`src/rtl/core/bsg_pkg.sv`:
```
// Shared types and widths for the bounding sphere grow block.
package bsg_pkg;
  localparam int MagW  = 33;  // |item - centre| per axis
  localparam int OpW   = 34;  // multiplier operand width
  localparam int ProdW = 68;  // product / radicand width
  localparam int QW    = 33;  // quotient width

  typedef enum logic {AX_SQ, AX_MV} ax_mode_t;

  typedef struct packed {
    logic     go;
    ax_mode_t mode;
  } ax_ctl_t;
endpackage

```
`src/rtl/core/bounding_sphere_grow.sv`:
```
// Top level: incremental 3-D bounding sphere with bit-serial arithmetic.
//
//  port group   dir  transfer content
//  s_*          in   one item sphere: centre, radius, start flag
//  m_*          out  bound sphere after the update, one per item
//
// Start item: loaded as the kept sphere on accept, then presented from the finish state.
// Merge item: the squares (three axis units in parallel), the sqrt steps, the decide,
// the multiply, then a load and the divide for the move; the result is committed
// and presented from the finish state. Only one item is in flight at a time.
// Enclosed, replacing or coincident items end after the decide.
// The result sits in an output register; the next item is taken while it waits.
// rst (synchronous) clears the sphere to a zero-radius point at the origin.
module bounding_sphere_grow
  import bsg_pkg::*;
(
  input  logic         clk,
  input  logic         rst,
  input  logic         s_tvalid,
  output logic         s_tready,
  input  logic [127:0] s_tdata,   // in_x, in_y, in_z, in_radius
  input  logic         s_tuser,   // start_new
  output logic         m_tvalid,
  input  logic         m_tready,
  output logic [127:0] m_tdata    // out_x, out_y, out_z, out_radius
);
  typedef enum logic [2:0] {
    ST_IDLE, ST_SQR, ST_ROOT, ST_DECIDE, ST_MOVE, ST_FINISH
  } state_t;

  state_t state;

  // kept sphere
  logic signed [31:0] cx, cy, cz;
  logic [31:0]        rad;

  // current item
  logic [31:0]      ix, iy, iz, ir;
  logic [2:0]       sgn;
  logic [MagW-1:0]  mag [3];
  logic [MagW-1:0]  mag_in [3];
  logic [2:0]       sgn_in;
  logic [MagW-1:0]  diff [3];

  ax_ctl_t          ctl;
  logic             ax_go;
  ax_mode_t         ax_mode;
  logic [ProdW-1:0] prod [3];
  logic [QW-1:0]    quot [3];
  logic [2:0]       ax_done;

  // sqrt: two radicand bits per step
  logic [ProdW-1:0] rsh;
  logic [OpW+1:0]   srem;
  logic [OpW-1:0]   root;
  logic [5:0]       cnt;
  logic [OpW+1:0]   t_rem;
  logic [OpW+1:0]   trial;
  logic             s_ge;

  // decision
  logic [OpW:0]   sum_rd, sum_Rd;
  logic [OpW+1:0] full_sum;
  logic [OpW:0]   full_w;
  logic [OpW:0]   k_w;
  logic [OpW:0]   full;
  logic [OpW-1:0] kreg;
  logic           do_move;

  logic [32:0] nx, ny, nz;

  assign s_tready = (state == ST_IDLE);

  // offsets taken straight from the incoming transfer
  always_comb begin
    diff[0] = {s_tdata[31], s_tdata[31:0]}   - {cx[31], cx};
    diff[1] = {s_tdata[63], s_tdata[63:32]}  - {cy[31], cy};
    diff[2] = {s_tdata[95], s_tdata[95:64]}  - {cz[31], cz};
    for (int a = 0; a < 3; a++) begin
      sgn_in[a] = diff[a][32];
      mag_in[a] = diff[a][32] ? MagW'(-diff[a]) : diff[a];
    end
  end

  assign t_rem = {srem[OpW-1:0], rsh[ProdW-1:ProdW-2]};
  assign trial = {root, 2'b01};
  assign s_ge  = t_rem >= trial;

  assign sum_rd   = {3'b000, ir}  + {1'b0, root};
  assign sum_Rd   = {3'b000, rad} + {1'b0, root};
  assign full_sum = {4'b0000, rad} + {4'b0000, ir} + {2'b00, root};
  assign full_w   = full_sum[OpW+1:1];
  assign k_w      = full_w - {3'b000, rad};

  // merge needed: no enclosure either way and distinct centres
  assign do_move = !({3'b000, rad} > sum_rd) && !({3'b000, ir} > sum_Rd) &&
                   (root != '0);

  assign nx = sgn[0] ? {cx[31], cx} - quot[0] : {cx[31], cx} + quot[0];
  assign ny = sgn[1] ? {cy[31], cy} - quot[1] : {cy[31], cy} + quot[1];
  assign nz = sgn[2] ? {cz[31], cz} - quot[2] : {cz[31], cz} + quot[2];

  assign ctl = '{go: ax_go, mode: ax_mode};

  for (genvar a = 0; a < 3; a++) begin : g_ax
    bsg_axis u_ax (
      .clk  (clk),
      .rst  (rst),
      .ctl  (ctl),
      .mag  (mag[a]),
      .k    (kreg),
      .d    (root),
      .prod (prod[a]),
      .quot (quot[a]),
      .done (ax_done[a])
    );
  end

  // one-cycle start pulse for the axis units
  always_ff @(posedge clk) begin
    if (rst) begin
      ax_go <= 1'b0;
    end else begin
      ax_go <= (state == ST_IDLE && s_tvalid && !s_tuser) ||
               (state == ST_DECIDE && do_move);
    end
  end

  always_ff @(posedge clk) begin
    if (rst) begin
      state    <= ST_IDLE;
      m_tvalid <= 1'b0;
      ax_mode  <= AX_SQ;
      cx       <= '0;
      cy       <= '0;
      cz       <= '0;
      rad      <= '0;
    end else begin
      if (m_tvalid && m_tready && state != ST_FINISH) m_tvalid <= 1'b0;
      case (state)
        ST_IDLE: begin
          if (s_tvalid) begin
            ix  <= s_tdata[31:0];
            iy  <= s_tdata[63:32];
            iz  <= s_tdata[95:64];
            ir  <= s_tdata[127:96];
            sgn <= sgn_in;
            mag <= mag_in;
            if (s_tuser) begin
              cx    <= s_tdata[31:0];
              cy    <= s_tdata[63:32];
              cz    <= s_tdata[95:64];
              rad   <= s_tdata[127:96];
              state <= ST_FINISH;
            end else begin
              ax_mode <= AX_SQ;
              state   <= ST_SQR;
            end
          end
        end
        ST_SQR: begin
          if (&ax_done) begin
            rsh   <= prod[0] + prod[1] + prod[2];
            srem  <= '0;
            root  <= '0;
            cnt   <= '0;
            state <= ST_ROOT;
          end
        end
        ST_ROOT: begin
          srem <= s_ge ? t_rem - trial : t_rem;
          root <= {root[OpW-2:0], s_ge};
          rsh  <= {rsh[ProdW-3:0], 2'b00};
          cnt  <= cnt + 6'd1;
          if (cnt == 6'(OpW-1)) state <= ST_DECIDE;
        end
        ST_DECIDE: begin
          if ({3'b000, rad} > sum_rd) begin
            state <= ST_FINISH;                 // kept sphere encloses item
          end else if ({3'b000, ir} > sum_Rd) begin
            cx    <= ix;                         // item encloses kept sphere
            cy    <= iy;
            cz    <= iz;
            rad   <= ir;
            state <= ST_FINISH;
          end else if (root == '0) begin
            state <= ST_FINISH;                 // coincident centres
          end else begin
            full    <= full_w;
            kreg    <= k_w[OpW-1:0];
            ax_mode <= AX_MV;
            state   <= ST_MOVE;
          end
        end
        ST_MOVE: begin
          if (&ax_done) begin
            cx    <= nx[31:0];
            cy    <= ny[31:0];
            cz    <= nz[31:0];
            rad   <= (full[OpW:32] != '0) ? 32'hFFFF_FFFF : full[31:0];
            state <= ST_FINISH;
          end
        end
        ST_FINISH: begin
          if (!m_tvalid || m_tready) begin
            m_tdata  <= {rad, cz, cy, cx};
            m_tvalid <= 1'b1;
            state    <= ST_IDLE;
          end
        end
        default: state <= ST_IDLE;
      endcase
    end
  end
endmodule

```
`src/rtl/core/bsg_axis.sv`:
```
// Per-axis shift-add multiplier and restoring divider, one bit per cycle.
module bsg_axis
  import bsg_pkg::*;
(
  input  logic             clk,
  input  logic             rst,
  input  ax_ctl_t          ctl,
  input  logic [MagW-1:0]  mag,
  input  logic [OpW-1:0]   k,
  input  logic [OpW-1:0]   d,
  output logic [ProdW-1:0] prod,
  output logic [QW-1:0]    quot,
  output logic             done
);
  typedef enum logic [1:0] {S_IDLE, S_MUL, S_DIV} ax_state_t;

  ax_state_t        state;
  ax_mode_t         mode;
  logic [6:0]       cnt;
  logic [ProdW-1:0] ma;
  logic [OpW-1:0]   mb;
  logic [OpW:0]     rem;
  logic [OpW+1:0]   trem;
  logic             ge;

  assign trem = {rem, quot[QW-1]};
  assign ge   = trem >= {2'b00, d};

  always_ff @(posedge clk) begin
    if (rst) begin
      state <= S_IDLE;
      done  <= 1'b0;
    end else begin
      done <= 1'b0;
      case (state)
        S_IDLE: begin
          if (ctl.go) begin
            mode  <= ctl.mode;
            ma    <= {{(ProdW-MagW){1'b0}}, mag};
            mb    <= (ctl.mode == AX_SQ) ? {1'b0, mag} : k;
            prod  <= '0;
            cnt   <= '0;
            state <= S_MUL;
          end
        end
        S_MUL: begin
          if (mb[0]) prod <= prod + ma;
          ma  <= {ma[ProdW-2:0], 1'b0};
          mb  <= {1'b0, mb[OpW-1:1]};
          cnt <= cnt + 7'd1;
          if (cnt == 7'(OpW-1)) begin
            if (mode == AX_SQ) begin
              done  <= 1'b1;
              state <= S_IDLE;
            end else begin
              state <= S_DIV;
            end
          end
        end
        S_DIV: begin
          // first cycle loads the dividend split across rem and quot
          if (cnt == 7'(OpW)) begin
            rem  <= prod[ProdW-1:QW];
            quot <= prod[QW-1:0];
          end else begin
            rem  <= ge ? (OpW+1)'(trem - {2'b00, d}) : trem[OpW:0];
            quot <= {quot[QW-2:0], ge};
          end
          cnt <= cnt + 7'd1;
          if (cnt == 7'(OpW+QW)) begin
            done  <= 1'b1;
            state <= S_IDLE;
          end
        end
        default: state <= S_IDLE;
      endcase
    end
  end
endmodule

```
`config.mk`:
```
export PLATFORM = sky130hd
export DESIGN_NAME = bounding_sphere_grow
export DESIGN_NICKNAME = d
export VERILOG_FILES = /design/src/rtl/core/bsg_pkg.sv /design/src/rtl/core/bounding_sphere_grow.sv /design/src/rtl/core/bsg_axis.sv
export SDC_FILE = /design/constraint.sdc
export NUM_CORES = 2
export LEC_CHECK = 0
export CAP_MARGIN = 10
export CORE_ASPECT_RATIO = 0.6
export CORE_UTILIZATION = 40
export CTS_BUF_LIST = sky130_fd_sc_hd__clkbuf_4
export CTS_CLUSTER_SIZE = 14
export DETAILED_ROUTE_END_ITERATION = 16
export DONT_BUFFER_PORTS = 1
export GPL_ROUTABILITY_DRIVEN = 0
export PLACE_DENSITY = 0.54
export SYNTH_ARGS = -nofsm -noshare
export SYNTH_HDL_FRONTEND = slang
export SYNTH_SLANG_ARGS = --single-unit
```
`constraint.sdc`:
```
create_clock -name clk -period 32 [get_ports clk]
set_input_delay 4.8 -clock clk [delete_from_list [all_inputs] [get_ports clk]]
set_output_delay 4.8 -clock clk [all_outputs]
set_load 0.03 [all_outputs]
```
==> impl_metrics.csv <==
group,metric,value,unit
floorplan,initial_core_util,40.5,%
worst_setup_path,reg2reg_depth,27,
finish,n_fill_cell,24500,
sta,relSlewSlack,16.6,%
job,drv_cap,0,
finish,layout_common_cells,"1306 x edfxtp_1, 1065 x nor2_1, 828 x a21oi_1",
finish,area_growth,7.87,%
global_route,grt_pass1_vias,79149,
clock_network,numCtsBuffers,371,
worst_hold_path,hold_end,"g_ax[1].u_ax.mb[27]$_DFFE_PP_",
clock_network,clock_latency,1.33,ns
logic_synthesis,post-synth-top-area-fraction,38.1,%
routing,drcViolationCount,0,
pwr,p_per_area,51.0,nW/µm²
floorplan,io_pins,263,
routing,wl_per_cell,25.4,µm
logic_synthesis,yosysWarningCount,0,
sta,finalCritPeriodShare,27.1,%
sta,tns,0,ns
sta,hold_ws,0.471,ns
place,placed_cell_area,106000,µm²
worst_setup_path,reg2reg_from,"root[0]$_SDFFCE_PN0P_",
logic_synthesis,synth.largest_area_cell,"edfxtp_1",
clock_network,clockBufferDepth,4,
worst_setup_path,r2r_slack,23.34,ns
floorplan,rows,143,
sta,fmax,116,MHz
finish,final_common_cell,"edfxtp_1",
logic_synthesis,dominantRegCellSynth,"edfxtp_1",
clock_network,cts_resized,0,
routing,drtIter0Drc,10516,
worst_setup_path,critPathSlowestCell,"o31ai_4",
worst_setup_path,crit_fanout,74,
clock_network,ctsHoldBuffers,0,
clock_network,cts_tree,"yes",
logic_synthesis,asyncSetResetFlopFracSynth,0,%
clock_network,clk_pin_slew_worst_paths,0.08,ns
clock_network,clock_sinks,1449,
logic_synthesis,synth_edf_count,1306,
worst_setup_path,worstSetupPathType,"flip-flop to flip-flop",
routing,via_per_inst,6.00,
logic_synthesis,synth_area_leaders,"edfxtp_1 38%, ha_1 9.9%, xnor2_1 4.2%",
finish,drive_gt1_share,9.00,%
logic_synthesis,syn-mean-instance-area,9.78,µm²
worst_setup_path,cpPeakStageDelay,0.83,ns
worst_setup_path,crit_family,"compound AO/OA/AOI/OAI gates",
place,io_buffers,0,
worst_setup_path,cpMostUsedCell,"o21ai_0",
logic_synthesis,netlist_instances,10539,
worst_setup_path,timing.rr.end,"cy[9]$_SDFFE_PP0P_",
floorplan,coreArea,255000,µm²
worst_setup_path,cp-end-kind,"flip-flop",
sta,hold_viol_final,0,
sta,fin_crit,8.66,ns
sta,slew_viol_final,0,
floorplan,die_h,395,µm
clock_network,postCtsSetupBuffers,0,
sta,finalSetupViolCount,0,
logic_synthesis,synth-seq-cells,1449,
run_status,status,"complete, no violations",
floorplan,die_area,260000,µm²
routing,drt_wl_total,363000,µm
pwr,vdd_drop_max,25.0,µV
global_route,grt_first_pass_wirelength,530000,µm
worst_setup_path,required,33.20,ns
clock_network,htree_levels,5,
clock_network,clock-root-buffer,"clkbuf_4",
worst_hold_path,min_from,"g_ax[1].u_ax.mb[28]$_DFFE_PP_",
logic_synthesis,syn_area,103000,µm²
sta,tightest_slew,1.25,ns
global_route,grtUsageTotal,27.0,%
logic_synthesis,synth_cell_type_count,111,
worst_setup_path,critPathLaunchType,"flip-flop",
global_route,grt_max_degree,157,
routing,ant_nets,0,
sta,rsz0062_at_grt,"no",
worst_hold_path,min_path_type,"flip-flop to flip-flop",
pwr,p_leak,0.0422,µW
global_route,antenna_found_initial,35,
floorplan,die_width,657,µm
routing,first_pass_iters,6,
place,place_hpwl,277000,µm
worst_setup_path,crit_arrival,9.86,ns
finish,design_area,111000,µm²
worst_setup_path,crit_buf_inv,3,
finish,nNetsFinal,11650,
sta,skew,0.161,ns
logic_synthesis,synthesis.nets,11600,
worst_hold_path,holdPathStages,2,
routing,vias,85738,
logic_synthesis,ys_seq_area_share,40.8,%
global_route,overflow,0,
## worst reg2reg max path, delay by kind of cell, from the launching register on
family | cells | cell delay [ns]
flip-flops | 1 | 0.62
buffers and inverters | 3 | 1.72
AO/OA/AOI/OAI | 14 | 3.90
AND/OR/NAND/NOR | 6 | 1.40
XOR/XNOR | 1 | 0.14
adder cells (fa/ha/maj) | 3 | 0.86
## sequential cells by signal, indices dropped and copies added, names as in the netlist, 34 cells and up
register,count
kreg,34
g_ax.u_ax.prod,204
full,34
g_ax.u_ax.mb,102
g_ax.u_ax.quot,99
mag,99
g_ax.u_ax.ma,204
m_tdata,128
rsh,68
root,34
srem,34
g_ax.u_ax.rem,105
## per-stage QoR
| stage | power, µW | setup WS [ns] | utilization (%) | instances |
|---|---|---|---|---|
| 2_1_floorplan | 3560 | 16.29 | - | 10539 |
| 3_3_place_gp | 3980 | 22.71 | 41.8 | 13622 |
| 3_5_place_dp | 4000 | 22.71 | 41.8 | 13622 |
| 4_1_cts | 5680 | 23.47 | 43.6 | 14277 |
| 5_1_grt | 5960 | 22.84 | 43.6 | 14287 |
| 6_report | 5670 | 23.34 | 43.7 | 14298 |
## cell usage after synthesis (151+ instances only)
| master | instances |
|---|---|
| a211oi_1 | 179 |
| a21o_1 | 384 |
| a21oi_1 | 832 |
| a31oi_1 | 158 |
| and2_1 | 181 |
| clkbuf_1 | 321 |
| edfxtp_1 | 1306 |
| ha_1 | 812 |
| inv_1 | 439 |
| mux2_2 | 173 |
| mux2i_1 | 184 |
| nand2_1 | 792 |
| nand2b_1 | 151 |
| nand3_1 | 178 |
| nor2_1 | 1075 |
| nor3_1 | 201 |
| o21ai_0 | 592 |
| xnor2_1 | 500 |
| xor2_1 | 244 |
## metal layers
metal  routed length, µm  GRT usage, %  vias up
li1                    -             -    39507
met1              174000          42.0    41708
met2              134000          34.5     4015
met3               46900          9.91      496
met4                7340          6.11       12
met5                  67             0        -
## report_power, final
group	internal [µW]	switching, µW
Sequential	2250	122
Combinational	633	1010
Clock	796	868
## kinds of logic (layout without fill, tap and decap cells)
logic type	count (synthesis)	count (layout)	share of synthesized area, %
AOI/OAI and AO/OA	3007	3007	19.0
xor gates and xnor gates	745	745	6.34
adders and majority gates	928	928	12.1
buffers and inverters	843	1175	3.23
DFF	1449	1449	40.8
muxes	357	357	3.68
other	0	20	0
and+or+nand+nor	3210	3210	14.8
## cell type report
type / count / area [µm²] / share of cell area (%)
inverters: 442 / 1660 / 1.49
multi-input cells: 8247 / 57900 / 52.1
repair buffers: 78 / 621 / 0.558
clock inverters: 111 / 527 / 0.474
diodes: 20 / 50.0 / 0.0450
well taps: 3407 / 4260 / 3.83
flip-flops and latches: 1449 / 42100 / 37.9
clock buffers: 544 / 4080 / 3.67
## worst max path at each step
stage / to / slack [ns] / startpoint / cells after the start
floorplan: cnt[0]$_SDFFCE_PN0P_ / 16.29 / rst / 3
global placement: mag[78]$_DFFE_PP_ / 22.71 / s_tdata[0] / 16
detailed placement: mag[91]$_DFFE_PP_ / 22.71 / s_tdata[0] / 16
CTS: cy[27]$_SDFFE_PP0P_ / 23.47 / root[0]$_SDFFCE_PN0P_ / 24
global route: cy[17]$_SDFFE_PP0P_ / 22.84 / root[0]$_SDFFCE_PN0P_ / 27
finish: cy[9]$_SDFFE_PP0P_ / 23.34 / root[0]$_SDFFCE_PN0P_ / 27
Power figures use the tool's default switching activity.
